File: src/design/pts_pkg.sv
// Shared types and constants for the periodic task scheduler.
`timescale 1ns / 1ps

package pts_pkg;

	localparam int TICK_W   = 32;
	localparam int MAX_OUT  = 8;
	localparam int FIRE_W   = 4;
	localparam int TIDX_W   = 3;

	typedef enum logic [1:0] {
		CMD_TICK = 2'd0,
		CMD_RUN  = 2'd1,
		CMD_ADD  = 2'd2,
		CMD_NOP  = 2'd3
	} cmd_e;

	typedef struct packed {
		logic [1:0]        command;
		logic [TICK_W-1:0] period;
	} req_t;

	typedef struct packed {
		logic [TIDX_W-1:0] task_index;
		logic              fired;
		logic              add_accepted;
		logic [TICK_W-1:0] tick_count;
		logic              last;
	} rsp_t;

	typedef enum logic [1:0] {
		ST_IDLE,
		ST_EXEC,
		ST_SCAN,
		ST_DONE
	} state_e;

	// controller -> datapath
	typedef struct packed {
		logic load;
		logic exec_single;
		logic scan_start;
		logic scan_step;
		logic finish;
	} ctl_t;

	// datapath -> controller
	typedef struct packed {
		logic is_run;
		logic scan_end;
		logic due_stall;
		logic out_free;
	} sts_t;

endpackage

File: src/design/pts_ctrl.sv
// Sequencing state machine of the periodic task scheduler.
`timescale 1ns / 1ps

module pts_ctrl import pts_pkg::*; (
	input  logic clk,
	input  logic arst_n,
	input  logic req_valid,
	output logic req_ready,
	input  sts_t sts,
	output ctl_t ctl
);

	state_e state_q, state_d;

	always_ff @(posedge clk or negedge arst_n) begin
		if (!arst_n) begin
			state_q <= ST_IDLE;
		end else begin
			state_q <= state_d;
		end
	end

	always_comb begin
		state_d   = state_q;
		ctl       = '0;
		req_ready = 1'b0;
		unique case (state_q)
			ST_IDLE: begin
				req_ready = 1'b1;
				if (req_valid) begin
					ctl.load = 1'b1;
					state_d  = ST_EXEC;
				end
			end
			ST_EXEC: begin
				if (sts.is_run) begin
					ctl.scan_start = 1'b1;
					state_d        = ST_SCAN;
				end else if (sts.out_free) begin
					ctl.exec_single = 1'b1;
					state_d         = ST_IDLE;
				end
			end
			ST_SCAN: begin
				if (sts.scan_end) begin
					state_d = ST_DONE;
				end else if (!sts.due_stall) begin
					ctl.scan_step = 1'b1;
				end
			end
			ST_DONE: begin
				if (sts.out_free) begin
					ctl.finish = 1'b1;
					state_d    = ST_IDLE;
				end
			end
			default: begin
				state_d = ST_IDLE;
			end
		endcase
	end

endmodule

File: src/design/pts_datapath.sv
// Tick counter, task table, slot scanner and result register.
`timescale 1ns / 1ps

module pts_datapath import pts_pkg::*; #(
	parameter int TASK_SLOTS = 8
) (
	input  logic clk,
	input  logic arst_n,
	input  req_t req,
	input  ctl_t ctl,
	output sts_t sts,
	output logic rsp_valid,
	input  logic rsp_ready,
	output rsp_t rsp
);

	localparam int IW = (TASK_SLOTS > 1) ? $clog2(TASK_SLOTS) : 1;
	localparam int CW = $clog2(TASK_SLOTS + 1);

	logic [1:0]        cmd_q;
	logic [TICK_W-1:0] per_q;
	logic [TICK_W-1:0] tick_q;
	logic [TICK_W-1:0] now_q;
	logic [CW-1:0]     count_q;
	logic [CW-1:0]     idx_q;
	logic [FIRE_W-1:0] fire_cnt_q;
	logic              pend_valid_q;
	logic [TIDX_W-1:0] pend_idx_q;
	logic [TICK_W-1:0] period_q [TASK_SLOTS];
	logic [TICK_W-1:0] next_q   [TASK_SLOTS];
	logic              rsp_valid_q;
	rsp_t              rsp_q;

	logic [TICK_W-1:0] diff;
	logic              due;
	logic              out_free;
	logic              add_ok;
	logic [TICK_W-1:0] tick_d;
	logic              wr_en;
	rsp_t              wr_data;

	assign out_free = !rsp_valid_q || rsp_ready;
	assign diff     = now_q - next_q[idx_q[IW-1:0]];
	assign due      = !diff[TICK_W-1];
	assign add_ok   = (cmd_q == CMD_ADD) && (count_q < CW'(TASK_SLOTS));
	assign tick_d   = (cmd_q == CMD_TICK) ? tick_q + 1'b1 : tick_q;

	assign sts.is_run    = (cmd_q == CMD_RUN);
	assign sts.scan_end  = (idx_q >= count_q) || (fire_cnt_q == FIRE_W'(MAX_OUT));
	assign sts.due_stall = due && pend_valid_q && !out_free;
	assign sts.out_free  = out_free;

	// Result write: a due slot pushes out the previously found one (not last).
	always_comb begin
		wr_en   = 1'b0;
		wr_data = '0;
		wr_data.tick_count = tick_q;
		if (ctl.exec_single) begin
			wr_en                = 1'b1;
			wr_data.tick_count   = tick_d;
			wr_data.add_accepted = add_ok;
			wr_data.last         = 1'b1;
		end else if (ctl.scan_step && due && pend_valid_q) begin
			wr_en              = 1'b1;
			wr_data.task_index = pend_idx_q;
			wr_data.fired      = 1'b1;
		end else if (ctl.finish) begin
			wr_en              = 1'b1;
			wr_data.task_index = pend_valid_q ? pend_idx_q : '0;
			wr_data.fired      = pend_valid_q;
			wr_data.last       = 1'b1;
		end
	end

	always_ff @(posedge clk or negedge arst_n) begin
		if (!arst_n) begin
			tick_q       <= '0;
			count_q      <= '0;
			rsp_valid_q  <= 1'b0;
			pend_valid_q <= 1'b0;
			fire_cnt_q   <= '0;
			idx_q        <= '0;
		end else begin
			if (wr_en) begin
				rsp_valid_q <= 1'b1;
			end else if (rsp_ready) begin
				rsp_valid_q <= 1'b0;
			end
			if (ctl.exec_single) begin
				tick_q <= tick_d;
				if (add_ok) begin
					count_q <= count_q + 1'b1;
				end
			end
			if (ctl.scan_start) begin
				idx_q        <= '0;
				fire_cnt_q   <= '0;
				pend_valid_q <= 1'b0;
			end else if (ctl.scan_step) begin
				idx_q <= idx_q + 1'b1;
				if (due) begin
					fire_cnt_q   <= fire_cnt_q + 1'b1;
					pend_valid_q <= 1'b1;
				end
			end
		end
	end

	always_ff @(posedge clk) begin
		if (ctl.load) begin
			cmd_q <= req.command;
			per_q <= req.period;
		end
		if (ctl.scan_start) begin
			now_q <= tick_q;
		end
		if (wr_en) begin
			rsp_q <= wr_data;
		end
		if (ctl.scan_step && due) begin
			pend_idx_q <= TIDX_W'(idx_q);
		end
	end

	// Task table: written by add at the fill slot, by the scan at the current slot.
	always_ff @(posedge clk) begin
		if (ctl.exec_single && add_ok) begin
			period_q[count_q[IW-1:0]] <= per_q;
			next_q[count_q[IW-1:0]]   <= per_q;
		end else if (ctl.scan_step && due) begin
			next_q[idx_q[IW-1:0]] <= next_q[idx_q[IW-1:0]] + period_q[idx_q[IW-1:0]];
		end
	end

	assign rsp_valid = rsp_valid_q;
	assign rsp       = rsp_q;

endmodule

File: src/design/periodic_task_scheduler_unit.sv
// Top level of the cooperative periodic task scheduler.
`timescale 1ns / 1ps
// Flow: tick, add and unused commands put their one result in the output register
//   from EXEC once the output is free; run opens a scan and ends in DONE.
// Throughput: one request at a time; a new request is taken only back in IDLE, after
//   the one-slot-per-cycle scan (held while a due slot waits on a busy output) and output stalls.
// Reset (arst_n low): tick counter, task count and output valid clear at once;
//   the period and next-due table is not cleared, it is only read once written.

module periodic_task_scheduler_unit import pts_pkg::*; #(
	parameter int TASK_SLOTS = 8
) (
	input  logic clk,
	input  logic arst_n,
	// command request channel
	input  logic req_valid,
	output logic req_ready,
	input  req_t req,
	// result channel
	output logic rsp_valid,
	input  logic rsp_ready,
	output rsp_t rsp
);

	ctl_t ctl;
	sts_t sts;

	// Controller: IDLE takes a request, EXEC runs tick/add or opens a scan, SCAN walks
	// one slot per cycle unless a due slot waits on a busy output, DONE writes the final (last) result.
	pts_ctrl u_ctrl (
		.clk       (clk),
		.arst_n    (arst_n),
		.req_valid (req_valid),
		.req_ready (req_ready),
		.sts       (sts),
		.ctl       (ctl)
	);

	// Datapath: counter, task table, wrap-safe due test, held pending result
	// so that the last flag lands on the final fired slot.
	pts_datapath #(
		.TASK_SLOTS (TASK_SLOTS)
	) u_dp (
		.clk       (clk),
		.arst_n    (arst_n),
		.req       (req),
		.ctl       (ctl),
		.sts       (sts),
		.rsp_valid (rsp_valid),
		.rsp_ready (rsp_ready),
		.rsp       (rsp)
	);

endmodule
File: config.mk
export PLATFORM = sky130hd
export DESIGN_NAME = periodic_task_scheduler_unit
export DESIGN_NICKNAME = d
export VERILOG_FILES = /design/src/design/pts_pkg.sv /design/src/design/pts_ctrl.sv /design/src/design/pts_datapath.sv /design/src/design/periodic_task_scheduler_unit.sv
export SDC_FILE = /design/constraint.sdc
export NUM_CORES = 1
export LEC_CHECK = 0
export ABC_AREA = 1
export BUFFER_PORTS_ARGS = -buffer_cell sky130_fd_sc_hd__buf_4
export CORE_MARGIN = 1.5
export CORE_UTILIZATION = 56
export CTS_CLUSTER_DIAMETER = 80
export DETAILED_ROUTE_END_ITERATION = 10
export HOLD_SLACK_MARGIN = 0.1
export PLACE_DENSITY = 0.88
export SYNTH_ARGS = -nofsm -noshare
export SYNTH_HDL_FRONTEND = slang
export SYNTH_HIERARCHICAL = 1
export SYNTH_SLANG_ARGS = --single-unit
export TNS_END_PERCENT = 1
File: constraint.sdc
create_clock -name clk -period 5.65 [get_ports clk]
set_input_delay 1.4125 -clock clk [delete_from_list [all_inputs] [get_ports clk]]
set_output_delay 1.4125 -clock clk [all_outputs]
set_load 0.02 [all_outputs]
=== Yosys cells after proc, flatten, opt, wreduce, memory -nomap -nowiden ===
Memory sizes are Yosys's and may differ from the RTL's.
Index checks and enable logic that the tools add are counted.
Widths: inputs -> output; s select.

* Register bits: 155
* Memory bits (writable): 512
* Input port bits: 38
* Output and inout port bits: 40
* Word-level logic and storage cells: 97
* Memories kept: 2

* Add/subtract/negate cells: 6
* Magnitude comparators: 2
* Equality and inequality tests: 9
* Muxes and demuxes: 43
* Reductions and logical operators: 19

{| class="wikitable"
|+ Memory list
! memory !! words !! width !! rd ports !! clocked after memory_dff !! write ports !! RTL line !! text
|-
| u_dp.next_q || 8 || 32 || 1 || 0 || 1 || pts_datapath.sv:30 || <nowiki>logic [TICK_W-1:0] next_q [TASK_SLOTS];</nowiki>
|-
| u_dp.period_q || 8 || 32 || 1 || 0 || 1 || pts_datapath.sv:29 || <nowiki>logic [TICK_W-1:0] period_q [TASK_SLOTS];</nowiki>
|}

{| class="wikitable"
|+ Operator list
! kind !! count
|-
| $mux 32 || 3
|-
| $add 32x1->32 const B || 1
|-
| $add 32x32->32 || 1
|-
| $reduce_or 32->1 || 1
|-
| $sub 32x32->32 || 1
|-
| $mux 4 || 7
|-
| $mux 1 || 25
|-
| $add 4x1->4 const B || 3
|-
| $mux 2 || 5
|-
| $pmux 2 s4 || 1
|-
| $eq 2x2->1 const B || 3
|-
| $logic_and 1x1->1 || 6
|-
| $mux 3 || 2
|-
| $ne 2x2->1 const B || 3
|-
| $reduce_and 2->1 || 3
|-
| $eq 2x1->1 const B || 2
|-
| $eq 4x4->1 const B || 1
|-
| $ge 4x4->1 || 1
|-
| $logic_not 2->1 || 2
|-
| $lt 4x4->1 const B || 1
|-
| $reduce_bool 2->1 || 2
|-
| $logic_not 1->1 || 3
|-
| $logic_or 1x1->1 || 2
|}

=== Logic depth before layout (Yosys ltp) ===
Gate-level depths: netlist of the first run.
An unclocked memory read counts as a cell.

* Depth after elaboration: 14
* Mapped depth: 32

=== Cells and area by module ===
The synthesis of the first run kept the hierarchy.

{| class="wikitable"
|+ By module, submodules not included
! module !! times used !! cells an instance !! area an instance (um^2)
|-
| pts_datapath || 1 || 2,323 || 28,185.8
|-
| pts_ctrl || 1 || 21 || 131.4
|}

=== Least setup slack after synthesis of the first run ===
OpenSTA, ideal clock, no wires.

* Path type: register -> register
* From: reg u_dp.idx_q[0]
* To: mem u_dp.next_q[0][0] (enable)
* Library setup time: 0.421 ns
* Data arrival time: 5.076 ns
* Setup slack: 0.153 ns
* Cell stages (with the launch flop): 27
* Buffers on the path: 5
* Cell sequence: dfrtp_1 inv_2 buf_6 buf_2 buf_2 clkbuf_1 nor2_1 o22ai_1 nand2_1 o21ai_0 inv_1 ha_1 a21oi_1 o21a_1 o221ai_1 a21oi_1 nand2_1 nand2_1 nand2_2 nand2_1 nor2_1 nor2_1 buf_1 nand4_1 nand2_1 nand2_1 nor2_1

{| class="wikitable"
|+ RTL lines
! what !! RTL line !! text
|-
| start: declaration || pts_datapath.sv:25 || <nowiki>logic [CW-1:0] idx_q;</nowiki>
|-
| start signal: assignment || pts_datapath.sv:100 || <nowiki>idx_q <= idx_q + 1'b1;</nowiki>
|-
| end: declaration || pts_datapath.sv:30 ||
|}

==> qor.yml, run 1 <==
floorplanning:
  initial_core_util_pct: 56.56
  dieArea_sq_um: 51920
  placementRows: 82
  core_sq_um: 50070
  die_height_um: 227.9
  top_level_ports: 78
  die_width_um: 227.9
clock_tree:
  clk_latency_ns: 0.63
  cts_buffer_depth: 3
  clock_sinks: 667
  cts_tree: "done"
  ctsHoldBuffers: 0
  cts_setup_buffers: 0
  h-tree-depth: 2
  cts.repair.resized: 0
  cts_inserted_buffers: 61
  clk_pin_slew_ns: 0.07
  root_buffer: "clkbuf_16"
sta:
  rsz0062_at_grt: "false"
  maxClockFrequency_mhz: 190.7
  finalSetupViolCount: 0
  period_share_pct: 92.80
  drv_slew: 0
  skew_ns: 0.01570
  worstMarginPinSlew_ns: 0.8177
  final_hold_viol_count: 0
  min_period_ns: 5.243
  slew_headroom_pct: 45.49
  tns_ns: 0
route:
  avgViaCountPerCell: 6.134
  drc: 0
  ant_nets: 0
  wl_met1_mm: 24.97
  drt_wl_total_mm: 69.54
  first_pass_iters: 6
  wl_per_cell_um: 21.89
  topRoutingLayerUsed: "met4"
  dr_wl_met3_mm: 6.047
  route.vias.total: 19490
  drtIter0Drc: 2569
  met2WireLength_mm: 34.95
cells_and_area:
  filler_cell_count: 3429
  drive_above_1_share_pct: 12.22
  syn_to_final_growth_pct: 13.42
  layout_common_cells: "edfxtp_1, nor2_1, o21ai_0, nand2_1, inv_1"
  final_util_pct: 64.15
  fin_area_sq_um: 32120
  nNetsFinal: 2561
  final_common_cell: "edfxtp_1"
  fin_cells: 3177
  diodes: 0
logic_synthesis:
  syn_area_per_cell_sq_um: 12.08
  syn_nets: 2453
  postSynthRegisterBits: 667
  ys_warn_count: 6
  syn_area_sq_um: 28320
  yosysSeqAreaShare_pct: 69.88
  ys_async_sr_fraction_pct: 7.196
  netlist-cell-type-count: 50
  synth_edf_count: 619
  synth_cells: 2344
  synthFlopType: "edfxtp_1"
grt:
  grt_pass1_wl_mm: 106.3
  grt_pass1_vias: 19380
  grt_max_degree: 167
  gr-total-overflow: 0
  grt.total_usage_pct: 26.42
  antenna_found_initial: 0
power:
  power.density_nw_per_um2: 610.9
  vdd_drop_max_v: 0.0005435
  leakagePower_nw: 11.82
  total_power_mw: 19.62
setup_path:
  crit_path_end_kind: "register"
  required_ns: 5.99
  path_max_fanout: 50
  cp-start-kind: "register"
  critPathKind: "reg -> reg"
  cp.arrival_ns: 5.59
min_path:
  hold_path_class: "reg -> reg"
flow_run:
  maxCapViolCount: 0
place:
  dp.cells: 3061
  gp_congestion: 0.9596
  placed_cell_area_sq_um: 30060
  hpwlAfterDp_mm: 43.04
  io_buffers: 77
run_status:
  status: "complete, no violations"
==> state kept, by name (all words and copies together) (netlist names), 2 cells and up <==
register         flops
u_dp/count_q         4
u_ctrl/state_q       2
u_dp/next_q        256
u_dp/per_q          32
u_dp/now_q          32
u_dp/tick_q         32
u_dp/period_q      256
u_dp/rsp            38
u_dp/pend_idx_q      3
u_dp/fire_cnt_q      4
u_dp/cmd_q           2
u_dp/idx_q           4
==> through the flow <==
| stage | worst slack [ns] | hold slack [ns] |
|---|---|---|
| after floorplan | 0.1532 | 0.4429 |
| after global placement | 0.8143 | 0.4628 |
| after detailed placement | 0.6797 | 0.4790 |
| after CTS | 0.5366 | 0.4929 |
| after global routing | 0.1126 | 0.5121 |
| final | 0.4065 | 0.4899 |
==> kinds of logic (layout without fill, tap and decap cells) <==
family	count (synthesis)	count (layout)	share of synthesized area, %
mux	1	1	0.03976
simple gates	720	720	10.24
fa+ha+maj	71	71	3.164
buf+inv	268	429	3.795
flops	667	667	69.88
xor+xnor	61	61	1.913
compound gates	556	556	10.96
==> cells in the mapped netlist (all sizes together) (26+ instances only) <==
cell type / number / share of area (%)
edfxtp: 619 / 66
nor2: 411 / 5.4
o21ai: 342 / 6.3
nand2: 222 / 3.0
inv: 158 / 2.1
o22ai: 94 / 2.1
clkbuf: 81 / 1.1
ha: 70 / 3.1
a21oi: 53 / 0.94
dfrtp: 48 / 4.2
a31oi: 38 / 0.84
xor2: 35 / 1.1
nand3: 33 / 0.64
buf: 28 / 0.61
xnor2: 26 / 0.80
==> report_power, final <==
part	internal (mW)	switching, mW	leakage [nW]
clock network	2.39	1.80	1.00
registers	6.23	0.280	6.19
logic	2.88	6.03	4.63
==> area by class of cell <==
type,count,area (sq um),area share [%]
clock buffer,74,1638,5.099
clock inverter,42,422.9,1.317
inverter,159,604.3,1.882
multi-input combinational,1409,7535,23.46
sequential,667,19800,61.64
tap,672,840.8,2.618
timing repair buffer,154,1281,3.989
==> path summary, 6_finish.rpt <==
| path | from | end | slack, ns | cells past startpoint |
|---|---|---|---|---|
| worst max-delay path | u_dp/idx_q[2] | u_dp/next_q[0][8] | 0.41 | 21 |
| worst max register to register | u_dp/idx_q[2] | u_dp/next_q[0][8] | 0.41 | 21 |
| max in group asynchronous | arst_n | u_dp/idx_q[1] | 4.34 | 1 |
| worst min register to register | u_dp/count_q[3] | u_dp/count_q[3] | 0.49 | 2 |
| worst min-delay path | u_dp/count_q[3] | u_dp/count_q[3] | 0.49 | 2 |
| min in group asynchronous | arst_n | u_dp/fire_cnt_q[0] | 0.82 | 1 |
==> layer usage <==
layer  GRT usage, %  vias to the layer above
met5              0                        -
met4          14.03                        0
met3          3.425                      210
met2          45.60                     1235
met1          32.63                     9429
li1               -                     8614
==> worst max-delay path, stage by stage (launching register included) <==
cell and delay (ns):
dfrtp_1 0.59, clkinv_2 0.67, buf_4 0.46, o21ai_0 0.22
buf_4 0.17, inv_1 0.05, ha_1 0.28, a21oi_1 0.16
o21ai_0 0.11, nand2_1 0.08, o211ai_1 0.08, a21oi_1 0.28
nand2_1 0.12, nand2_1 0.09, nand2_2 0.14, nand2_1 0.10
nor2_1 0.04, nor2_1 0.10, buf_4 0.20, nand4_4 0.16
buf_12 0.21, o21ai_1 0.58
Power figures use the tool's default switching activity.
==> run 2, diff against run 1 <==
--- a/config.mk
+++ b/config.mk
@@ -7,6 +7,7 @@
 export LEC_CHECK = 0
 export ABC_AREA = 1
 export BUFFER_PORTS_ARGS = -buffer_cell sky130_fd_sc_hd__buf_4
+export CORE_ASPECT_RATIO = 0.75
 export CORE_MARGIN = 1.5
 export CORE_UTILIZATION = 56
 export CTS_CLUSTER_DIAMETER = 80
@@ -15,6 +16,5 @@
 export PLACE_DENSITY = 0.88
 export SYNTH_ARGS = -nofsm -noshare
 export SYNTH_HDL_FRONTEND = slang
-export SYNTH_HIERARCHICAL = 1
 export SYNTH_SLANG_ARGS = --single-unit
 export TNS_END_PERCENT = 1
==> qor.yml, run 2 <==
cells_and_area:
  diodes: 0
  drive_above_1_share_pct: 10.54
  final_util_pct: 64.06
  filler_cell_count: 3424
  ff_latch_area_sq_um: 19800
  final_common_cell: "edfxtp_1"
  syn_to_final_growth_pct: 13.13
  layout_common_cells: "edfxtp_1, nor2_1, o21ai_0, nand2_1, inv_1"
  multi_input_area_sq_um: 7646
  nNetsFinal: 2544
  fin_area_sq_um: 32040
logic_synthesis:
  syn_area_per_cell_sq_um: 12.05
  yosysMostFrequentCell: "edfxtp_1"
  synthFlopType: "edfxtp_1"
  ys_warn_count: 0
  ys_async_sr_fraction_pct: 7.196
  syn_nets: 2460
  syn_area_sq_um: 28320
  synth.top_cell.area_share_pct: 65.64
  yosysSeqAreaShare_pct: 69.88
  synth_commonest_cells: "edfxtp_1, nor2_1, o21ai_0, nand2_1, inv_1"
  postSynthRegisterBits: 667
  netlist-cell-type-count: 45
  synth_cells: 2351
  synth_largest_area_cell: "edfxtp_1"
  synth_edf_count: 619
  ys_top_cells_by_area: "edfxtp_1, o21ai_0, nor2_1"
route:
  first_pass_iters: 6
  drc: 0
  drt_wl_total_mm: 69.23
  ant_nets: 0
  wl_per_cell_um: 22.03
  route.vias.total: 19490
  avgViaCountPerCell: 6.200
  drtIter0Drc: 2813
run_status:
  violations: "negative setup slack"
  status: "finished with violations"
grt:
  grt.total_usage_pct: 26.59
  grt_max_degree: 89
  grt_pass1_wl_mm: 106.5
  grt_pass1_vias: 19070
  gr-total-overflow: 0
  antenna_found_initial: 0
power:
  p_seq_share_pct: 33.1
  p_comb_share_pct: 45.5
  switchingPower_mw: 8.074
  switching_share_pct: 41.29
  p_clk_share_pct: 21.3
  intPower_mw: 11.48
  vdd_drop_max_v: 0.0004187
  leakagePower_nw: 11.85
  power.density_nw_per_um2: 610.3
floorplanning:
  dieArea_sq_um: 51940
  top_level_ports: 78
  placementRows: 71
  die_height_um: 197.7
  core_sq_um: 50010
  initial_core_util_pct: 56.62
  die_width_um: 262.7
place:
  placed_cell_area_sq_um: 30030
  gp_congestion: 0.9641
  hpwlAfterDp_mm: 42.74
  io_buffers: 77
setup_path:
  critPathKind: "reg -> reg"
  rr_startpoint: "u_dp.idx_q[0]"
  crit_path_end_kind: "register"
  cp.arrival_ns: 6.00
  path_max_fanout: 58
  r2r_cells: 20
  r2r-end: "u_dp.next_q[5][19]"
  reg2reg_slack_ns: -0.05
  cp-start-kind: "register"
  required_ns: 5.95
clock_tree:
  ctsHoldBuffers: 0
  clock_sinks: 667
  cts.repair.resized: 0
  cts_inserted_buffers: 61
  clk_latency_ns: 0.63
  cts_tree: "done"
  cts_setup_buffers: 0
  cts_buffer_depth: 3
  h-tree-depth: 2
  root_buffer: "clkbuf_16"
  clk_pin_slew_ns: 0.06
min_path:
  min_to: "u_dp.now_q[27]"
  min_from: "u_dp.tick_q[27]"
  hold_path_depth: 0
  hold_path_class: "reg -> reg"
sta:
  maxClockFrequency_mhz: 175.4
  finalWorstSetupSlack_ns: -0.05159
  final_hold_viol_count: 0
  skew_ns: 0.01371
  min_period_ns: 5.702
  drv_slew: 0
  slew_headroom_pct: 14.02
  period_share_pct: 100.9
  rsz0062_at_grt: "true"
  worstMarginPinSlew_ns: 1.290
  finalSetupViolCount: 16
flow_run:
  maxCapViolCount: 0
run 2: area by class of cell:
type                            instances  area share, %
Inverter                              149          1.769
Tap cell                              657          2.566
Multi-Input combinational cell       1425          23.87
Sequential cell                       667          61.79
Timing Repair Buffer                  131          3.734
Clock buffer                           87          5.358
Clock inverter                         27         0.9139
run 2: power by group through the flow:
stage / Clock [mW] / Sequential, mW / Combinational (mW)
6_report: 4.17 / 6.48 / 8.90
2_1_floorplan: 0 / 6.58 / 5.70
4_1_cts: 4.20 / 6.48 / 8.60
3_5_place_dp: 0 / 6.58 / 8.44
5_1_grt: 4.38 / 6.51 / 9.58
3_3_place_gp: 0 / 6.56 / 8.13
run 2: kinds of logic after synthesis:
group,Yosys count,synth area share [%]
AOI/OAI and AO/OA,538,10.32
and+or+nand+nor,749,11.02
muxes,1,0.03976
adders and majority gates,71,3.164
xor gates and xnor gates,66,2.041
buffers and inverters,259,3.535
DFF,667,69.88
run 2: metrics by stage:
stage               hold slack (ns)  TNS, ns  worst slack, ns  total power [mW]  cells
finish                       0.4833  -0.6330         -0.05159             19.55   3143
global route                 0.4930   -5.500          -0.1281             20.47   3143
CTS                          0.4836        0           0.1862             19.28   3143
detailed placement           0.4654        0           0.3424             15.01   3029
global placement             0.4556        0           0.5635             14.69   3029
floorplan                    0.4420        0           0.6466             12.28   2351
run 2: worst max path at each step:
stage / start / endpoint / slack (ns) / cells past startpoint
2_1_floorplan: u_dp.idx_q[0] / u_dp.next_q[4][0] / 0.65 / 22
3_3_place_gp: u_dp.idx_q[0] / u_dp.next_q[4][2] / 0.56 / 22
3_5_place_dp: u_dp.idx_q[0] / u_dp.next_q[7][3] / 0.34 / 20
4_1_cts: u_dp.idx_q[0] / u_dp.next_q[2][1] / 0.19 / 22
5_1_grt: u_dp.idx_q[0] / u_dp.next_q[5][2] / -0.13 / 20
6_report: u_dp.idx_q[0] / u_dp.next_q[5][19] / -0.05 / 20
run 2: per-layer routing:
metal  GRT usage (%)  up-vias  share of wire (%)  routed length, um
met5               0        -                  0                  0
met4           10.64        0                3.5               2444
met3           4.241      195                 10               7022
met2           43.34     1299                 48              33130
met1           36.25     9420                 38              26630
li1                -     8574                  -                  -
run 2: critical path: stages (launching register included):
cell and delay (ns):
dfrtp_4 0.70, inv_6 0.41, buf_4 0.37, o21ai_0 0.14, o22ai_1 0.17, inv_1 0.08
o21ai_0 0.62, inv_1 0.10, ha_1 0.32, a21oi_1 0.14, nand2_1 0.08, nand2_1 0.07
nand2_1 0.06, nand2_1 0.09, nand2_1 0.13, nand2_1 0.20, nand2_1 0.11, nand2_1 0.10
nand4_2 0.30, buf_12 0.33, o21ai_0 0.76
